[src/rtl/core/tcce_pkg.sv]
// Shared constants, types and codes for the text console character engine.
`default_nettype none

package tcce_pkg;

  // Screen geometry.
  localparam int unsigned COLUMNS = 80;
  localparam int unsigned ROWS    = 25;
  localparam int unsigned CELLS   = COLUMNS * ROWS;

  // Widths of internal values.
  localparam int unsigned ADDR_W = $clog2(CELLS);
  localparam int unsigned COL_W  = $clog2(COLUMNS + 8);
  localparam int unsigned ROW_W  = (ROWS > 1) ? $clog2(ROWS) : 1;
  localparam int unsigned FCNT_W = $clog2(COLUMNS);

  // Widths of the port fields.
  localparam int unsigned OP_W   = 2;
  localparam int unsigned CHAR_W = 8;
  localparam int unsigned IDX_W  = 11;
  localparam int unsigned ATTR_W = 8;
  localparam int unsigned CELL_W = 16;
  localparam int unsigned POS_W  = 11;
  localparam int unsigned BSM_W  = 7;
  localparam int unsigned CMP_W  = (COL_W > BSM_W) ? COL_W : BSM_W;

  // Reciprocal of the column count for splitting a cell index into row and column.
  localparam int unsigned RECIP_SH = IDX_W + 4;
  localparam int unsigned RECIP    = (2 ** RECIP_SH) / COLUMNS;

  // Request queue between the front and back parts.
  localparam int unsigned QDEPTH = 2;
  localparam int unsigned QPTR_W = (QDEPTH > 1) ? $clog2(QDEPTH) : 1;
  localparam int unsigned QCNT_W = $clog2(QDEPTH + 1);

  // Configuration port.
  localparam int unsigned PADDR_W = 3;
  localparam int unsigned REG_W   = PADDR_W - 2;
  localparam int unsigned PDATA_W = 32;
  localparam logic [REG_W-1:0] REG_TEXT_COLOR = 1'b0;
  localparam logic [REG_W-1:0] REG_BS_MIN     = 1'b1;

  // Reset values and character codes.
  localparam logic [ATTR_W-1:0] RST_ATTR   = 8'h0F;
  localparam logic [BSM_W-1:0]  RST_BS_MIN = 7'd18;
  localparam logic [CHAR_W-1:0] SPACE      = 8'h20;
  localparam logic [CHAR_W-1:0] CH_BS      = 8'h08;
  localparam logic [CHAR_W-1:0] CH_TAB     = 8'h09;
  localparam logic [CHAR_W-1:0] CH_LF      = 8'h0A;
  localparam logic [CHAR_W-1:0] CH_CR      = 8'h0D;
  localparam logic [CHAR_W-1:0] PRINT_LO   = 8'h20;
  localparam logic [CHAR_W-1:0] PRINT_HI   = 8'h7F;
  localparam int unsigned       TAB_STEP   = 8;

  // Operation codes.
  localparam logic [OP_W-1:0] OP_PUT   = 2'd0;
  localparam logic [OP_W-1:0] OP_READ  = 2'd1;
  localparam logic [OP_W-1:0] OP_CLEAR = 2'd2;

  // Classified request kinds.
  typedef enum logic [2:0] {
    K_NONE,
    K_PRINT,
    K_BS,
    K_TAB,
    K_CR,
    K_LF,
    K_READ,
    K_CLEAR
  } kind_t;

  typedef struct packed {
    kind_t             kind;
    logic [CHAR_W-1:0] ch;
    logic [IDX_W-1:0]  idx;
  } cmd_t;

  typedef struct packed {
    logic [ATTR_W-1:0] text_color;
    logic [BSM_W-1:0]  bs_min;
  } cfg_t;

  typedef struct packed {
    logic [CELL_W-1:0] cell_data;
    logic [POS_W-1:0]  pos;
  } rsp_t;

endpackage

`default_nettype wire

[src/rtl/core/tcce_front.sv]
// Front part: accepts requests and classifies them into command kinds.
`default_nettype none

module tcce_front (
  input  logic                      start,
  input  logic                      full,
  input  logic [tcce_pkg::OP_W-1:0]   opcode,
  input  logic [tcce_pkg::CHAR_W-1:0] char_code,
  input  logic [tcce_pkg::IDX_W-1:0]  read_index,
  output logic                      push,
  output tcce_pkg::cmd_t            cmd
);

  import tcce_pkg::*;

  // A request is taken whenever the queue has room.
  assign push = start & ~full;

  // Decode the operation and the character byte.
  always_comb begin
    cmd.ch  = char_code;
    cmd.idx = read_index;
    case (opcode)
      OP_PUT: begin
        case (char_code)
          CH_BS:   cmd.kind = K_BS;
          CH_TAB:  cmd.kind = K_TAB;
          CH_CR:   cmd.kind = K_CR;
          CH_LF:   cmd.kind = K_LF;
          default: begin
            if (char_code inside {[PRINT_LO:PRINT_HI]}) begin
              cmd.kind = K_PRINT;
            end else begin
              cmd.kind = K_NONE;
            end
          end
        endcase
      end
      OP_READ:  cmd.kind = K_READ;
      OP_CLEAR: cmd.kind = K_CLEAR;
      default:  cmd.kind = K_NONE;
    endcase
  end

endmodule

`default_nettype wire

[config.mk]
export PLATFORM = sky130hd
export DESIGN_NAME = tcce_front
export DESIGN_NICKNAME = d
export VERILOG_FILES = /design/src/rtl/core/tcce_pkg.sv /design/src/rtl/core/tcce_front.sv
export SDC_FILE = /design/constraint.sdc
export NUM_CORES = 1
export LEC_CHECK = 0
export BUFFER_PORTS_ARGS = -buffer_cell sky130_fd_sc_hd__buf_2
export CORE_AREA = 2 2 39 41
export DETAILED_ROUTE_END_ITERATION = 16
export DIE_AREA = 0 0 41 43
export PLACE_DENSITY = 0.77
export SLEW_MARGIN = 10
export SYNTH_ARGS = -nofsm -noshare
export SYNTH_HDL_FRONTEND = slang
export SYNTH_SLANG_ARGS = --single-unit
[constraint.sdc]
create_clock -name vclk -period 1.2
set_input_delay 0.12 -clock vclk [all_inputs]
set_output_delay 0.12 -clock vclk [all_outputs]
set_load 0.02 [all_outputs]
* Yosys cells after proc, flatten, opt, wreduce, memory -nomap -nowiden
Cells that the tools add are included. Widths: inputs -> output; s select.
Storage, ports and cells: register bits after elaboration 0, bits of input ports 23, output and inout bits 23, logic and storage cells 15
Cells by class: $lt $le $gt $ge 2, equality and inequality tests 6, mux-type cells 3, bitwise logic cells 2, reduce and logical (&&, ||, !) cells 2
Operator list (number):
- $eq 8x4->1 const B | 4
- $pmux 3 s4 | 1
- $pmux 3 s3 | 1
- $ge 8x6->1 const B | 1
- $le 8x7->1 const B | 1
- $eq 2x1->1 const B | 1
- $eq 2x2->1 const B | 1
- $logic_not 2->1 | 1
- $and 1x1->1 | 1
- $logic_and 1x1->1 | 1
- $mux 1 | 1
- $not 1->1 | 1

* Longest topological paths before layout
Gate-level depths: netlist of the first run.
word-level depth 5, depth in mapped cells 5, gate-level depth less buffers 5

* Least setup slack after synthesis of the first run
OpenSTA, ideal clock, no wires.
path type in2out, from in char_code[4] (netlist name), to out cmd[21] (netlist name), arrival 934 ps, required time 1080 ps, path slack 146 ps, stages on the path 3, cell sequence nor3b_1 -> o2111ai_1 -> a21oi_1
RTL lines:
- start: declaration | RTL line tcce_front.sv:8 | input logic [tcce_pkg::CHAR_W-1:0] char_code,
- end: declaration | RTL line tcce_front.sv:11 | output tcce_pkg::cmd_t cmd

==> impl_metrics.csv, run 1 <==
group,metric,value,unit
place,gp_congestion,0.575,
final_layout,area_growth,6.02,%
global_route,grt_use_met1,6.96,%
power,leakagePower,0.177,nW
global_route,grt_util_met3,2.09,%
critical_path,cp_slowest_stage_delay,380,ps
critical_path,critPathSlowestCell,"or3b_1",
timing,timing.hold.ws,240,ps
power,comb_power_share,100.0,%
yosys,seq_area_frac_synth,0,%
status,status,"finished clean",
critical_path,crit_path_end,"cmd[19]",
power,ir_drop,0.000161,V
global_route,antenna_found_initial,0,
critical_path,crit_path_cell_trace,"buf_2 > or3b_1 > o221ai_2 > and3_1 > buf_6",
clock_network,post-cts-setup-buffer-count,0,
critical_path,start_kind,"input port",
route,routed_via_density,4.20,
global_route,grtUsageMet2,12.8,%
global_route,busiest_layer,"met2",
critical_path,cp.required,1080,ps
final_layout,seq_cell_count,0,
floorplanning,die_w,41,um
route,drc_errors,0,
floorplanning,dieArea,1760,um2
floorplanning,initial_core_util,22.5,%
place,place_ws,5.78,ps
yosys,synthesis.area,312,um2
critical_path,cp-startpoint,"char_code[4]",
floorplanning,die_y,43,um
timing,max_freq,869,MHz
yosys,ys_types,19,
yosys,synthesis.nets,68,
final_layout,mostFrequentLayoutCell,"buf_2",
final_layout,fin_nets,75,
yosys,synth_cells,43,
route,drt_pass1_iterations,3,
timing,slew_violations,0,
final_layout,seq_area,0,um2
timing,final-hold-violation-count,0,
critical_path,end_kind,"output port",
timing,slew_headroom,81.6,%
floorplanning,io_pins,46,
power,totalPowerFinal,0.133,mW
yosys,netlist_top_cells_area,"buf_4 46%, ha_1 8.0%, inv_1 4.8%",
timing,fin_ws,48.9,ps
power,power.internal,0.0574,mW
route,finalWirelength,598,um
power,pwr-share-clk,0,%
final_layout,clock_buffers,0,
flow_run,drv_cap,0,
route,num_vias,269,
yosys,synth_area_leader_cell,"buf_4",
place,hpwl,535,um
yosys,synth_top_area_share,45.8,%
timing,finalSetupViolCount,0,
critical_path,cp_max_fo,3,
route,drt_iter0_markers,3,
global_route,overflow,0,
timing,tightestPinTransition,274,ps
yosys,syn_avg_cell_area,7.25,um2
worst_hold_path,hold_class,"input port to output port",
critical_path,critPathArrivalTime,1030,ps
global_route,grt_pass1_wl,903,um
timing,fin_crit,1150,ps
global_route,grt_use_total,6.79,%
yosys,yosys_warnings,0,
final_layout,mostFrequentLayoutCells,"23 x buf_2, 4 x inv_1, 2 x a21oi_1, 2 x ha_1",
floorplanning,core_area,1380,um2
timing,fin_crit_sh,95.9,%
global_route,first_global_vias,233,
floorplanning,fp-row-count,14,
route,wire_per_inst,9.34,um
route,detail-route-antenna-nets,0,
critical_path,crit_type,"input port to output port",
final_layout,num_antenna_cells,0,
final_layout,drive_gt1_share,58.3,%
timing,rsz0062_at_grt,"yes",
power,power_density,402,nW/um2
place,port-buffer-count,24,
power,p_switching,0.0755,mW
power,power_frac_seq,0,%
power,swShare,56.8,%
global_route,grt_max_degree,7,
==> cell usage after synthesis <==
cell type / n
nand2b_1: 1
and3b_2: 1
nand4b_1: 1
and3_1: 1
buf_4: 19
nor2b_1: 1
xnor2_1: 1
nor3b_1: 2
inv_1: 4
nor2_1: 1
nand4_1: 1
or3b_1: 1
ha_1: 2
o21ai_0: 1
o2111ai_1: 1
nor3_1: 1
o221ai_1: 1
mux2_1: 1
a21oi_1: 2
==> worst max-delay path: cells and delay by family <==
kind	cells	cell delay, ps
buffers and inverters	2	230
and+or+nand+nor	2	560
AOI/OAI and AO/OA	1	120
==> metal layers <==
metal	vias to the layer above	wire length (um)
li1	138	-
met1	116	214
met2	15	304
met3	0	79
met4	0	0
met5	-	0
==> repair_timing <==
action / in CTS / in global routing
setup endpoints to repair: 0 / 3
resized for setup: 0 / 6
hold buffers: 0 / 0
==> cell families (layout without fill, tap and decap cells) <==
kind of cell / Yosys count / after routing / share of synthesized area, %
adders and majority gates: 2 / 2 / 8.03
xor gates and xnor gates: 1 / 1 / 2.81
and+or+nand+nor: 11 / 11 / 24.5
AOI/OAI and AO/OA: 5 / 5 / 10.4
buffers and inverters: 23 / 28 / 50.6
muxes: 1 / 1 / 3.61
==> worst min-delay path by stage <==
stage	start	endpoint	depth (start not counted)	slack (ps)
3_3_place_gp	read_index[10]	cmd[10]	0	240
2_1_floorplan	full	push	1	320
6_report	read_index[1]	cmd[1]	0	240
4_1_cts	read_index[10]	cmd[10]	0	240
5_1_grt	read_index[5]	cmd[5]	0	240
3_5_place_dp	read_index[10]	cmd[10]	0	240
==> layout make-up <==
class | instances | area [um2]
Timing Repair Buffer | 24 | 126
Inverter | 4 | 15.0
Fill cell | 161 | 1050
Tap cell | 16 | 20.0
Multi-Input combinational cell | 20 | 169
==> per-stage QoR <==
stage / instance area, um2 / util [%] / setup TNS, ps / instances
global placement: 309 / 22.3 / 0 / 64
finish: 330 / 23.9 / 0 / 64
global route: 330 / 23.9 / -13.5 / 64
detailed placement: 309 / 22.3 / 0 / 64
floorplan: 312 / - / 0 / 43
CTS: 309 / 22.3 / 0 / 64
==> power groups by stage <==
stage	logic (mW)	clock network (mW)	registers [mW]
after global placement	0.122	0	0
final	0.133	0	0
after detailed placement	0.124	0	0
after global routing	0.147	0	0
after floorplan	0.140	0	0
after CTS	0.124	0	0
Power figures use the tool's default switching activity.
==> inputs of run 2 (changes only) <==
- REMOVE_ABC_BUFFERS: unset -> 1
==> run 2 against run 1 <==
Net effect: final area increased by 6.1%; die area stayed put; highest routed layer unchanged; critical path type unchanged; critical endpoint unchanged; critical path depth unchanged.
==> impl_metrics.csv, run 2 (synthesis gave the netlist of run 1 again) <==
group,metric,value,unit
route,detail-route-antenna-nets,0,
final_layout,clock_buffers,0,
final_layout,mostFrequentLayoutCell,"buf_2",
critical_path,cp_slowest_stage_delay,370,ps
power,leakagePower,0.184,nW
global_route,overflow,0,
timing,timing.hold.ws,240,ps
final_layout,seq_cell_count,0,
floorplanning,fp-row-count,14,
final_layout,fin_nets,76,
timing,fin_crit_sh,97.1,%
final_layout,seq_area,0,um2
route,drt_pass1_iterations,4,
route,wire_per_inst,11.0,um
global_route,grt_max_degree,7,
timing,tightestPinTransition,204,ps
global_route,grt_use_total,7.99,%
critical_path,critPathSlowestCell,"or3b_1",
power,totalPowerFinal,0.139,mW
final_layout,area_growth,12.4,%
critical_path,cp_max_fo,4,
final_layout,mostFrequentLayoutCells,"21 x buf_2, 4 x inv_1",
route,routed_via_density,4.43,
timing,rsz0062_at_grt,"yes",
timing,final-hold-violation-count,0,
route,drc_errors,0,
place,place_ws,-1.27,ps
floorplanning,io_pins,46,
route,finalWirelength,718,um
status,status,"finished clean",
timing,finalSetupViolCount,0,
power,ir_drop,0.000133,V
route,drt_iter0_markers,10,
global_route,first_global_vias,256,
global_route,grt_pass1_wl,1060,um
floorplanning,die_y,43,um
critical_path,crit_type,"input port to output port",
floorplanning,dieArea,1760,um2
critical_path,start_kind,"input port",
clock_network,ctsHoldBuffers,0,
timing,fin_crit,1170,ps
place,gp_congestion,0.720,
critical_path,cp.required,1080,ps
power,power_density,395,nW/um2
final_layout,drive_gt1_share,59.2,%
worst_hold_path,holdPathStages,0,
timing,slew_headroom,86.3,%
flow_run,drv_cap,0,
critical_path,end_kind,"output port",
worst_hold_path,min_from,"read_index[0]",
floorplanning,die_w,41,um
floorplanning,core_area,1380,um2
critical_path,crit_path_cell_trace,"buf_8 > or3b_1 > o221ai_1 > and3_1 > buf_6",
worst_hold_path,min_to,"cmd[0]",
timing,fin_ws,34.9,ps
timing,slew_violations,0,
floorplanning,initial_core_util,22.5,%
worst_hold_path,hold_class,"input port to output port",
timing,max_freq,858,MHz
final_layout,num_antenna_cells,0,
global_route,antenna_found_initial,0,
place,port-buffer-count,24,
route,num_vias,288,
critical_path,critPathArrivalTime,1050,ps
clock_network,post-cts-setup-buffer-count,0,
## run 2: cell count changes in the layout (fill, tap and decap cells not counted), sizes merged
cell / change
buf: +1
## run 2: critical path, delay by kind of cell
family / cells / cell delay, ps
buf+inv: 2 / 220
simple gates: 2 / 560
compound gates: 1 / 150
## run 2: layout make-up
| cell class | count | area [um2] |
|---|---|---|
| inverters | 4 | 15.0 |
| repair buffers | 25 | 146 |
| well taps | 16 | 20.0 |
| fillers | 154 | 1030 |
| multi-input cells | 20 | 169 |
## run 2: power by group
part | total, mW | switching (mW) | internal, mW | leakage (nW)
logic | 0.139 | 0.0761 | 0.0624 | 0.184
clock network | 0 | 0 | 0 | 0
registers | 0 | 0 | 0 | 0
total | 0.139 | 0.0761 | 0.0624 | 0.184
## run 2: per-stage QoR
step	TNS [ps]	cells	cell area [um2]	util (%)
finish	0	65	350	25.3
global route	-28.7	65	350	25.3
CTS	0	65	322	23.2
detailed placement	-1.27	65	317	22.9
global placement	0	65	317	22.9
floorplan	0	24	169	-
## run 2: how the worst max path moves through the flow
stage	to	startpoint	cells after the start
finish	cmd[19]	char_code[7]	5
detailed placement	cmd[21]	char_code[4]	5
CTS	cmd[19]	char_code[4]	5
global placement	cmd[19]	char_code[4]	5
global route	cmd[19]	char_code[4]	5
floorplan	cmd[21]	char_code[4]	3
## run 2: what timing repair did
action / CTS / global route
gates resized for setup: 1 / 8
pin swaps: 0 / 4
setup endpoints to repair: 1 / 3
## run 2: layer usage
layer / vias to the layer above / track usage [%] / routed length [um]
met5: - / 8.33 / 0
li1: 143 / - / -
met2: 34 / 9.38 / 293
met3: 0 / 7.33 / 150
met1: 111 / 10.8 / 275
met4: 0 / 0 / 0
