==> src/rtl/core/tcce_pkg.sv <==
// Shared constants, types and codes for the text console character engine.
`default_nettype none

package tcce_pkg;

  // Screen geometry.
  localparam int unsigned COLUMNS = 80;
  localparam int unsigned ROWS    = 25;
  localparam int unsigned CELLS   = COLUMNS * ROWS;

  // Widths of internal values.
  localparam int unsigned ADDR_W = $clog2(CELLS);
  localparam int unsigned COL_W  = $clog2(COLUMNS + 8);
  localparam int unsigned ROW_W  = (ROWS > 1) ? $clog2(ROWS) : 1;
  localparam int unsigned FCNT_W = $clog2(COLUMNS);

  // Widths of the port fields.
  localparam int unsigned OP_W   = 2;
  localparam int unsigned CHAR_W = 8;
  localparam int unsigned IDX_W  = 11;
  localparam int unsigned ATTR_W = 8;
  localparam int unsigned CELL_W = 16;
  localparam int unsigned POS_W  = 11;
  localparam int unsigned BSM_W  = 7;
  localparam int unsigned CMP_W  = (COL_W > BSM_W) ? COL_W : BSM_W;

  // Reciprocal of the column count for splitting a cell index into row and column.
  localparam int unsigned RECIP_SH = IDX_W + 4;
  localparam int unsigned RECIP    = (2 ** RECIP_SH) / COLUMNS;

  // Request queue between the front and back parts.
  localparam int unsigned QDEPTH = 2;
  localparam int unsigned QPTR_W = (QDEPTH > 1) ? $clog2(QDEPTH) : 1;
  localparam int unsigned QCNT_W = $clog2(QDEPTH + 1);

  // Configuration port.
  localparam int unsigned PADDR_W = 3;
  localparam int unsigned REG_W   = PADDR_W - 2;
  localparam int unsigned PDATA_W = 32;
  localparam logic [REG_W-1:0] REG_TEXT_COLOR = 1'b0;
  localparam logic [REG_W-1:0] REG_BS_MIN     = 1'b1;

  // Reset values and character codes.
  localparam logic [ATTR_W-1:0] RST_ATTR   = 8'h0F;
  localparam logic [BSM_W-1:0]  RST_BS_MIN = 7'd18;
  localparam logic [CHAR_W-1:0] SPACE      = 8'h20;
  localparam logic [CHAR_W-1:0] CH_BS      = 8'h08;
  localparam logic [CHAR_W-1:0] CH_TAB     = 8'h09;
  localparam logic [CHAR_W-1:0] CH_LF      = 8'h0A;
  localparam logic [CHAR_W-1:0] CH_CR      = 8'h0D;
  localparam logic [CHAR_W-1:0] PRINT_LO   = 8'h20;
  localparam logic [CHAR_W-1:0] PRINT_HI   = 8'h7F;
  localparam int unsigned       TAB_STEP   = 8;

  // Operation codes.
  localparam logic [OP_W-1:0] OP_PUT   = 2'd0;
  localparam logic [OP_W-1:0] OP_READ  = 2'd1;
  localparam logic [OP_W-1:0] OP_CLEAR = 2'd2;

  // Classified request kinds.
  typedef enum logic [2:0] {
    K_NONE,
    K_PRINT,
    K_BS,
    K_TAB,
    K_CR,
    K_LF,
    K_READ,
    K_CLEAR
  } kind_t;

  typedef struct packed {
    kind_t             kind;
    logic [CHAR_W-1:0] ch;
    logic [IDX_W-1:0]  idx;
  } cmd_t;

  typedef struct packed {
    logic [ATTR_W-1:0] text_color;
    logic [BSM_W-1:0]  bs_min;
  } cfg_t;

  typedef struct packed {
    logic [CELL_W-1:0] cell_data;
    logic [POS_W-1:0]  pos;
  } rsp_t;

endpackage

`default_nettype wire

==> src/rtl/core/tcce_queue.sv <==
// Short request queue between the front and back parts.
`default_nettype none

module tcce_queue (
  input  logic           clk,
  input  logic           rst,
  input  logic           push,
  input  tcce_pkg::cmd_t cmd_in,
  input  logic           pop,
  output tcce_pkg::cmd_t cmd_out,
  output logic           full,
  output logic           empty
);

  import tcce_pkg::*;

  logic [QPTR_W-1:0] wptr;
  logic [QPTR_W-1:0] rptr;
  logic [QCNT_W-1:0] count;
  cmd_t              slots [QDEPTH];

  assign full    = (count == QCNT_W'(QDEPTH));
  assign empty   = (count == '0);
  assign cmd_out = slots[rptr];

  // Pointers and fill level.
  always_ff @(posedge clk) begin
    if (rst) begin
      wptr  <= '0;
      rptr  <= '0;
      count <= '0;
    end else begin
      if (push) begin
        wptr <= (wptr == QPTR_W'(QDEPTH - 1)) ? '0 : wptr + 1'b1;
      end
      if (pop) begin
        rptr <= (rptr == QPTR_W'(QDEPTH - 1)) ? '0 : rptr + 1'b1;
      end
      case ({push, pop})
        2'b10:   count <= count + 1'b1;
        2'b01:   count <= count - 1'b1;
        default: count <= count;
      endcase
    end
  end

  // Entry storage.
  always_ff @(posedge clk) begin
    if (push) begin
      slots[wptr] <= cmd_in;
    end
  end

endmodule

`default_nettype wire

==> config.mk <==
export PLATFORM = sky130hd
export DESIGN_NAME = tcce_queue
export DESIGN_NICKNAME = d
export VERILOG_FILES = /design/src/rtl/core/tcce_pkg.sv /design/src/rtl/core/tcce_queue.sv
export SDC_FILE = /design/constraint.sdc
export NUM_CORES = 1
export LEC_CHECK = 0
export BUFFER_PORTS_ARGS = -buffer_cell sky130_fd_sc_hd__buf_2
export CAP_MARGIN = 40
export CORE_MARGIN = 1
export CORE_UTILIZATION = 53
export CTS_BUF_LIST = sky130_fd_sc_hd__clkbuf_8
export DETAILED_ROUTE_END_ITERATION = 10
export PLACE_DENSITY = 0.89
export SLEW_MARGIN = 20
export SYNTH_ARGS = -nofsm -noshare
export SYNTH_HDL_FRONTEND = slang
export SYNTH_SLANG_ARGS = --single-unit
==> constraint.sdc <==
create_clock -name clk -period 2.4 [get_ports clk]
set_input_delay 0.36 -clock clk [delete_from_list [all_inputs] [get_ports clk]]
set_output_delay 0.36 -clock clk [all_outputs]
set_load 0.1 [all_outputs]
; ---- Word-level counts from Yosys, hierarchy flattened
; Memories as Yosys holds them, arrays and structs flattened. A register that Yosys moved wholly into a read port is not among the register bits.
; Index checks and enable logic that the tools add are counted.
[classes]
addsub = 4
eq_ne = 3
n_mux = 7
n_reduce_logical = 2
[ops]
columns = cell, count
row1 = $mux 1, 6
row2 = $eq 2x2->1 const B, 2
row3 = $pmux 2 s2, 1
row4 = $add 1x1->1 const B, 2
row5 = $add 2x1->2 const B, 1
row6 = $eq 2x1->1 const B, 1
row7 = $logic_not 2->1, 1
row8 = $reduce_bool 2->1, 1
row9 = $sub 2x1->2 const B, 1
[totals]
reg_bits = 4
mem_bits_rw = 44
output_inout_bits = 24
mem_count = 1
[mem_list]
columns = memory, words, width, rd, rd_ports_with_merged_regs, wr, line_no
row1 = slots, 2, 22, 1, 1, 1, tcce_queue.sv:20  ; cmd_t slots [QDEPTH];

; ---- Longest topological paths before layout
; Gate-level depths: netlist (run 1).
[depth]
word_depth = 4
mapped_depth = 5

; ---- Least setup slack after synthesis (run 1)
; Ideal clock, no wire load.
[synth_path]
path_type = register to output
startpoint = register count[0]
endpoint = output empty
t_arrival_ns = 1.582
t_required_ns = 2.040
slack_ns = 0.458
path_stages_with_launch = 2
cell_sequence = dfxtp_1 nor2_1
[synth_via]
elab_chain_len = 1
[synth_rtl]
columns = element, line_no
row1 = "start, declared", tcce_queue.sv:19  ; logic [QCNT_W-1:0] count;
row2 = "start signal, assigned", tcce_queue.sv:40  ; 2'b10: count <= count + 1'b1;
row3 = "start signal, assigned", tcce_queue.sv:41  ; 2'b01: count <= count - 1'b1;
row4 = "start signal, assigned", tcce_queue.sv:42  ; default: count <= count;
row5 = $logic_not 2->1, tcce_queue.sv:23  ; assign empty = (count == '0);
row6 = "end, declared", tcce_queue.sv:12  ; output logic empty
; No other way between the ends.

==> flow_metrics.py, run 1 <==
metrics = {
    "critical_path": {
        "worstPathCellList": "buf_4, mux2_2, buf_2",
        "slowest_stage": "dfxtp_1",
        "path_depth": 3,
        "r2r_start": "wptr$_SDFFE_PP0P_",
        "endpoint_kind": "primary output",
        "critPathArrivalTime_ns": 1.68,
        "path_class": "reg2out",
        "worstRegToRegCells": 2,
        "critPathMaxFanout": 18,
        "slowest_delay_ns": 0.42,
        "cp-start-kind": "flop",
        "r2r_end": "slots[1][13]$_DFFE_PP_",
        "worst-r2r-setup-slack_ns": 1.12,
        "path_buf_inv": 2,
        "worstPathRequired_ns": 2.04,
        "crit_family": "buffers and inverters",
        "worstSetupEndpoint": "cmd_out[21]",
    },
    "grt": {
        "grt_max_degree": 23,
        "grt_pass1_vias": 867,
        "overflow": 0,
        "antenna_found_initial": 0,
        "grt_pass1_wl_um": 3790,
        "track_usage_pct": 16.3,
    },
    "floorplan": {
        "die_x_um": 60.0,
        "die-height_um": 60.0,
        "design.portCount": 50,
        "start_util_pct": 57.0,
        "rows": 20,
        "core_area_mm2": 0.00313,
        "die_area_mm2": 0.00360,
    },
    "synthesis": {
        "synth_top_area_share_pct": 74.1,
        "synth.yosys.seq_area_share_pct": 79.7,
        "synth_warnings": 0,
        "syn_nets": 117,
        "synthesis.area_mm2": 0.00178,
        "syn_avg_cell_area_um2": 19.8,
        "synth-seq-cells": 49,
        "yosysTopAreaCell": "edfxtp_1",
        "yosysUniqueCellTypes": 14,
        "synth_cells": 90,
        "synthTopCellsByArea": "edfxtp_1 (74%), mux2_2 (14%), dfxtp_1 (5.6%)",
    },
    "layout": {
        "multi_input_area_um2": 352,
        "drive_gt1_share_pct": 56.1,
        "mostFrequentLayoutCells": "buf_2 (49), edfxtp_1 (44), mux2_2 (22), clkbuf_8 (6)",
        "fillerInstances": 225,
        "num_antenna_cells": 0,
        "seqCellArea_mm2": 0.00142,
        "layout.nets": 174,
        "area_delta_synth_final_pct": 24.2,
        "final_common_cell": "buf_2",
        "stdcell_count": 192,
        "final_core_util_pct": 70.8,
    },
    "timing": {
        "fin_crit_ns": 2.04,
        "slew_violations": 0,
        "worst_slew_pin_slew_ns": 0.495,
        "fin_crit_sh_pct": 85.0,
        "fmax_ghz": 0.490,
        "clock_skew_ns": 0.00267,
        "setup_viol": 0,
        "rsz0062_at_grt": "false",
        "finalSetupTns_ns": 0,
        "hold_viol": 0,
        "slew-limit-headroom_pct": 67.2,
    },
    "placement": {
        "dp_hpwl_um": 1890,
        "place.gp.congestion": 0.642,
        "place_inst": 184,
        "portBuffers": 49,
    },
    "drt": {
        "viasPerCell": 4.88,
        "drt-wirelength-per-cell_um": 13.9,
        "ant_nets": 0,
        "routed_wl_um": 2680,
        "dr.pass1.iters": 3,
        "drc_errors": 0,
        "first_iter_violations": 19,
        "vias": 936,
    },
    "clocking": {
        "cts_resized": 0,
        "clockBufferDepth": 2,
        "hold_buffers": 0,
        "post_cts_buffers": 0,
        "htreeDepth": 2,
        "clock_latency_ns": 0.29,
        "cts_tree": "built",
        "clkTransAtPathRegs_ns": 0.08,
        "clock_sinks": 49,
        "cts_buffers": 5,
        "cts_root_buffer": "clkbuf_8",
    },
    "power_and_ir_drop": {
        "vdd_drop_max_v": 0.000679,
        "seqPwrFrac_pct": 47.7,
        "leakagePower_nw": 0.855,
        "clkPwrFrac_pct": 27.2,
        "finalPower_mw": 2.12,
        "netSwitchingFraction_pct": 32.5,
        "intPower_mw": 1.43,
        "p_switching_mw": 0.688,
        "p_per_area_mw_per_mm2": 955,
        "combPwrFrac_pct": 25.1,
    },
    "worst_hold_path": {
        "hp-start": "cmd_in[4]",
        "holdCritPathClass": "in2reg",
    },
    "run_status": {
        "status": "complete, no violations",
    },
    "job": {
        "cap_violations": 0,
    },
}
## logic make-up after synthesis
logic type,Yosys count,share of synthesized area [%]
xor+xnor,4,1.96
flops,49,79.7
buf+inv,3,0.771
mux,22,13.9
compound gates,2,0.560
simple gates,9,2.45
fa+ha+maj,1,0.701
## sequential cells by signal, summed over array words and instances, names as in the netlist, named ones only
name,cells
slots,44
rptr,1
wptr,1
count,2
## power by group through the flow
stage               logic (mW)  registers, mW  clock network, mW
global route             0.549           1.02              0.619
detailed placement       0.534           1.03                  0
CTS                      0.535           1.01              0.587
global placement         0.527           1.03                  0
floorplan                0.448           1.02                  0
finish                   0.531           1.01              0.576
## routing by layer
| layer | wire length (µm) | vias to the layer above | global-route usage, % |
|---|---|---|---|
| met4 | 44 | 0 | 7.97 |
| met2 | 1380 | 33 | 27.6 |
| li1 | - | 452 | - |
| met5 | 0 | - | 0 |
| met1 | 1080 | 446 | 16.1 |
| met3 | 164 | 5 | 8.66 |
## worst min-delay path by stage
stage	endpoint	slack, ns	cells past startpoint
6_report	slots[1][4]$_DFFE_PP_	0.25	1
5_1_grt	slots[1][2]$_DFFE_PP_	0.23	1
3_5_place_dp	flop	0.51	2
2_1_floorplan	count[1]$_SDFFE_PP0P_	0.43	1
4_1_cts	slots[0][2]$_DFFE_PP_	0.24	1
3_3_place_gp	count[1]$_SDFFE_PP0P_	0.48	2
## stage by stage
| stage | cell area, µm² | worst slack [ns] | hold WS, ns |
|---|---|---|---|
| finish | 2220 | 0.359 | 0.251 |
| global route | 2220 | 0.256 | 0.231 |
| CTS | 2220 | 0.330 | 0.243 |
| detailed placement | 2100 | 0.663 | 0.514 |
| global placement | 2100 | 0.701 | 0.477 |
| floorplan | 1780 | 0.458 | 0.429 |
## cells in the mapped netlist
cell type  number
mux2_2         22
ha_1            1
dfxtp_1         5
or3_1           1
buf_2           2
o21ai_0         1
and2b_2         1
xnor2_1         3
inv_1           1
edfxtp_1       44
a21oi_1         1
and2_1          1
nor2_1          6
xor2_1          1
## final cells by class
| type | instances | share of cell area (%) |
|---|---|---|
| multi-input cells | 38 | 15.9 |
| well taps | 44 | 2.48 |
| repair buffers | 52 | 12.1 |
| flip-flops and latches | 49 | 64.1 |
| clock inverters | 2 | 1.52 |
| inverters | 1 | 0.169 |
| clock buffers | 6 | 3.73 |
(Power assumes the default switching activity.)
==> run 2, diff against run 1 <==
--- a/config.mk
+++ b/config.mk
@@ -8,10 +8,10 @@
 export BUFFER_PORTS_ARGS = -buffer_cell sky130_fd_sc_hd__buf_2
 export CAP_MARGIN = 40
 export CORE_MARGIN = 1
-export CORE_UTILIZATION = 53
+export CORE_UTILIZATION = 57
 export CTS_BUF_LIST = sky130_fd_sc_hd__clkbuf_8
 export DETAILED_ROUTE_END_ITERATION = 10
-export PLACE_DENSITY = 0.89
+export PLACE_DENSITY = 0.94
 export SLEW_MARGIN = 20
 export SYNTH_ARGS = -nofsm -noshare
 export SYNTH_HDL_FRONTEND = slang
==> constraint.sdc (replaced) <==
create_clock -name clk -period 2.6 [get_ports clk]
set_input_delay 0.39 -clock clk [delete_from_list [all_inputs] [get_ports clk]]
set_output_delay 0.39 -clock clk [all_outputs]
set_load 0.1 [all_outputs]
==> run 2 against run 1 <==
The flow now finishes with violations (DRC). Hold slack improved by 0.028 ns. Global-route usage grew 0.47 points. Flip-flop and latch count unchanged. Worst setup slack gained 0.017 ns. Final cell count down 6.8%. Via count grew 1.3%. Cell area shrank 1.5%. Wire length rose by 1.7%.
==> flow_metrics.py, run 2 (synthesized netlist as in run 1, its figures left out) <==
metrics = {
    "grt": {
        "overflow": 0,
        "antenna_found_initial": 0,
        "track_usage_pct": 16.7,
        "grt_pass1_vias": 977,
        "grt_pass1_wl_um": 3970,
        "grt_max_degree": 17,
    },
    "layout": {
        "num_antenna_cells": 0,
        "top_regs": "slots: 44 flops, count: 2 flops",
        "final_common_cell": "buf_2",
        "top_register": "slots",
        "layout.nets": 174,
        "largest_register_ffs": 44,
        "seqCellArea_mm2": 0.00142,
        "fillerInstances": 168,
        "final_core_util_pct": 76.5,
        "area_delta_synth_final_pct": 22.4,
        "drive_gt1_share_pct": 56.8,
        "multi_input_area_um2": 352,
        "mostFrequentLayoutCells": "buf_2 (49), edfxtp_1 (44), mux2_2 (22), clkbuf_8 (6)",
    },
    "drt": {
        "wl_met2_um": 1480,
        "first_iter_violations": 28,
        "dr.pass1.iters": 7,
        "routed_wl_um": 2720,
        "wl_met1_um": 1070,
        "wl_met3_um": 152,
        "drc_errors": 2,
        "viasPerCell": 5.30,
        "vias": 948,
        "topRoutingLayerUsed": "met4",
        "ant_nets": 0,
        "drt-wirelength-per-cell_um": 15.2,
    },
    "timing": {
        "rsz0062_at_grt": "false",
        "slew_violations": 0,
        "fin_crit_sh_pct": 85.5,
        "fin_crit_ns": 2.22,
        "worst_slew_pin_slew_ns": 0.554,
        "setup_ws_ns": 0.376,
        "hold_viol": 0,
        "slew-limit-headroom_pct": 63.0,
        "finalSetupTns_ns": 0,
        "setup_viol": 0,
        "fmax_ghz": 0.450,
        "clock_skew_ns": 0.00813,
    },
    "clocking": {
        "htreeDepth": 2,
        "clock_latency_ns": 0.29,
        "post_cts_buffers": 0,
        "cts_root_buffer": "clkbuf_8",
        "hold_buffers": 0,
        "cts_buffers": 5,
        "clock_sinks": 49,
        "clkTransAtPathRegs_ns": 0.09,
        "cts_resized": 0,
        "clockBufferDepth": 2,
        "cts_tree": "built",
    },
    "critical_path": {
        "worstPathRequired_ns": 2.21,
        "worstRegToRegCells": 2,
        "path_class": "reg2out",
        "critPathMaxFanout": 12,
        "critPathArrivalTime_ns": 1.83,
        "endpoint_kind": "primary output",
        "r2r_start": "wptr$_SDFFE_PP0P_",
        "cp-start-kind": "flop",
    },
    "run_status": {
        "violations": "DRC",
        "status": "finished with violations",
    },
    "power_and_ir_drop": {
        "p_per_area_mw_per_mm2": 862,
        "vdd_drop_max_v": 0.000587,
        "finalPower_mw": 1.88,
        "leakagePower_nw": 0.844,
    },
    "placement": {
        "dp_hpwl_um": 2020,
        "place.gp.congestion": 0.674,
        "portBuffers": 49,
        "pre_cts_ws_ns": 0.689,
    },
    "floorplan": {
        "core_area_mm2": 0.00285,
        "start_util_pct": 62.5,
        "die_x_um": 58.0,
        "rows": 19,
        "die_area_mm2": 0.00336,
        "design.portCount": 50,
        "die-height_um": 58.0,
    },
    "worst_hold_path": {
        "hp-start": "cmd_in[9]",
        "holdCritPathClass": "in2reg",
        "worstHoldPathCells": 1,
    },
    "job": {
        "cap_violations": 0,
    },
}
## run 2: final timing paths
path,to,slack (ns)
max,cmd_out[17],0.38
min,slots[1][9]$_DFFE_PP_,0.28
max reg2reg,slots[1][21]$_DFFE_PP_,1.14
min reg2reg,count[1]$_SDFFE_PP0P_,0.51
## run 2: routing by layer
| layer | vias to the layer above | global-route usage [%] |
|---|---|---|
| li1 | 457 | - |
| met1 | 459 | 17.6 |
| met2 | 30 | 31.4 |
| met3 | 2 | 5.58 |
| met4 | 0 | 5.10 |
| met5 | - | 0 |
## run 2: worst max-delay path: stages (launching register included)
cell     delay (ns)
dfxtp_1        0.60
buf_4          0.29
mux2_2         0.35
buf_2          0.29
## run 2: report_power, final
part / internal (mW) / leakage, nW / switching, mW
Clock: 0.221 / 0.0518 / 0.239
Combinational: 0.0969 / 0.338 / 0.390
Sequential: 0.914 / 0.455 / 0.0218
## run 2: through the flow
step                      std cells  instance area, µm²  hold slack [ns]
after global placement          171                2080            0.476
after floorplan                  90                1780            0.459
after detailed placement        171                2080            0.493
after CTS                       179                2180            0.272
after global routing            179                2180            0.273
final                           179                2180            0.279
## run 2: cell type report
type,count,share of cell area [%]
multi-input combinational,38,16.1
inverter,1,0.172
timing repair buffer,52,12.3
sequential,49,65.1
tap,31,1.78
clock inverter,2,0.802
clock buffer,6,3.78
==> run 3, diff against run 2 <==
--- a/config.mk
+++ b/config.mk
@@ -12,6 +12,8 @@
 export CTS_BUF_LIST = sky130_fd_sc_hd__clkbuf_8
 export DETAILED_ROUTE_END_ITERATION = 10
 export PLACE_DENSITY = 0.94
+export SETUP_SLACK_MARGIN = 0.4
+export SKIP_LAST_GASP = 1
 export SLEW_MARGIN = 20
 export SYNTH_ARGS = -nofsm -noshare
 export SYNTH_HDL_FRONTEND = slang
==> run 3 against run 2 <==
The run still ends with DRC left. Non-clock buffer count stayed put. Cell area is essentially flat. Largest cell class unchanged. Clock-buffer cell count is the same. First-iteration DRC count is the same. Flip-flop and latch count did not move. Final cell count is the same. Critical endpoint unchanged. Maximum frequency is 7.9% higher. Via count unchanged. Total power hardly changed. Clock skew unchanged.
==> flow_metrics.py, run 3 (synthesized netlist as in run 1, its figures left out) <==
metrics = {
    "clocking": {
        "hold_buffers": 0,
        "clockBufferDepth": 2,
        "cts_tree": "built",
        "cts_buffers": 5,
        "clock_latency_ns": 0.29,
        "cts_root_buffer": "clkbuf_8",
        "htreeDepth": 2,
        "clkTransAtPathRegs_ns": 0.09,
        "clock_sinks": 49,
    },
    "critical_path": {
        "path_class": "reg2out",
        "r2r_start": "wptr$_SDFFE_PP0P_",
        "cp-start-kind": "flop",
        "worst-r2r-setup-slack_ns": 1.14,
        "worstPathCellList": "buf_4, mux2_2, buf_2",
        "endpoint_kind": "primary output",
        "critPathArrivalTime_ns": 1.67,
        "slowest_stage": "dfxtp_2",
        "worstRegToRegCells": 2,
        "worstPathRequired_ns": 2.21,
        "r2r_end": "slots[1][21]$_DFFE_PP_",
        "critPathMaxFanout": 12,
        "path_buf_inv": 2,
        "crit_family": "buffers and inverters",
        "path_depth": 3,
        "slowest_delay_ns": 0.48,
    },
    "drt": {
        "dr.pass1.iters": 7,
        "ant_nets": 0,
        "first_iter_violations": 28,
        "routed_wl_um": 2720,
        "drt-wirelength-per-cell_um": 15.2,
        "viasPerCell": 5.30,
        "vias": 948,
        "drc_errors": 2,
    },
    "floorplan": {
        "design.portCount": 50,
        "core_area_mm2": 0.00285,
        "die_area_mm2": 0.00336,
        "start_util_pct": 62.5,
        "die-height_um": 58.0,
        "die_x_um": 58.0,
        "rows": 19,
    },
    "power_and_ir_drop": {
        "p_per_area_mw_per_mm2": 862,
        "vdd_drop_max_v": 0.000587,
        "leakagePower_nw": 0.844,
    },
    "layout": {
        "largest_register_ffs": 44,
        "mostFrequentLayoutCells": "buf_2 (49), edfxtp_1 (44), mux2_2 (22), clkbuf_8 (6), nor2_1 (5)",
        "stdcell_count": 179,
        "top_register": "slots",
        "final_common_cell": "buf_2",
        "num_antenna_cells": 0,
        "layout.nets": 174,
        "top_regs": "slots: 44 flops, count: 2 flops",
        "area_delta_synth_final_pct": 22.4,
        "fillerInstances": 167,
        "drive_gt1_share_pct": 57.4,
        "multi_input_area_um2": 352,
        "seqCellArea_mm2": 0.00142,
    },
    "worst_hold_path": {
        "worstHoldPathCells": 1,
        "hold_end": "slots[1][9]$_DFFE_PP_",
        "holdCritPathClass": "in2reg",
        "hp-start": "cmd_in[9]",
    },
    "job": {
        "cap_violations": 0,
    },
    "grt": {
        "antenna_found_initial": 0,
        "track_usage_pct": 16.7,
        "overflow": 0,
        "grt_pass1_wl_um": 3970,
        "grt_pass1_vias": 977,
        "grt_max_degree": 17,
    },
    "timing": {
        "hold_viol": 0,
        "fin_crit_ns": 2.06,
        "finalSetupTns_ns": 0,
        "rsz0062_at_grt": "false",
        "fmax_ghz": 0.485,
        "setup_viol": 0,
        "slew-limit-headroom_pct": 63.0,
        "clock_skew_ns": 0.00813,
        "hold_ws_ns": 0.279,
        "slew_violations": 0,
        "fin_crit_sh_pct": 79.3,
        "worst_slew_pin_slew_ns": 0.554,
    },
    "run_status": {
        "status": "finished with violations",
        "violations": "DRC",
    },
    "placement": {
        "dp_hpwl_um": 2020,
        "place.gp.congestion": 0.674,
        "place_inst": 171,
        "portBuffers": 49,
    },
}
[run 3: metal layers]
metal,track usage [%],vias up,share of wire [%]
li1,-,457,-
met2,31.4,30,54
met4,5.10,0,0.70
met5,0,-,0
met3,5.58,2,5.6
met1,17.6,459,39
[run 3: worst reg2reg max path, delay by kind of cell (launching register included)]
| family | cells | cell delay [ns] |
|---|---|---|
| flip-flops | 1 | 0.38 |
| buffers and inverters | 1 | 0.31 |
| AND/OR/NAND/NOR | 1 | 0.46 |
[run 3: through the flow]
step,worst slack (ns),power (mW),util (%),area (µm²)
after CTS,0.526,1.89,76.6,2180
after global placement,0.706,1.43,73.0,2080
final,0.539,1.88,76.6,2180
after detailed placement,0.689,1.44,73.0,2080
after floorplan,0.628,1.36,-,1780
after global routing,0.464,1.93,76.6,2180
[run 3: power breakdown]
group / switching (mW) / leakage [nW] / total, mW / internal [mW]
registers: 0.0218 / 0.455 / 0.936 / 0.914
logic: 0.390 / 0.338 / 0.487 / 0.0969
clock network: 0.239 / 0.0518 / 0.460 / 0.221
total: 0.651 / 0.844 / 1.88 / 1.23
[run 3: worst max path at each step]
stage                          start     endpoint  slack [ns]
3_3_place_gp                    flop  cmd_out[17]        0.71
2_1_floorplan  count[0]$_SDFFE_PP0P_        empty        0.63
5_1_grt                         flop   cmd_out[8]        0.46
6_report                        flop  cmd_out[17]        0.54
4_1_cts                         flop   cmd_out[8]        0.53
3_5_place_dp                    flop  cmd_out[19]        0.69
[run 3: repair_timing]
| item | in CTS | in global routing |
|---|---|---|
| endpoints found under the setup margin | 12 | 0 |
| setup buffers | 0 | 0 |
| resized for setup | 1 | 0 |
[run 3: layout make-up]
| class | count | area share [%] |
|---|---|---|
| flip-flops and latches | 49 | 65.1 |
| well taps | 31 | 1.78 |
| inverters | 1 | 0.172 |
| clock inverters | 2 | 0.802 |
| multi-input cells | 38 | 16.1 |
| clock buffers | 6 | 3.78 |
| repair buffers | 52 | 12.3 |
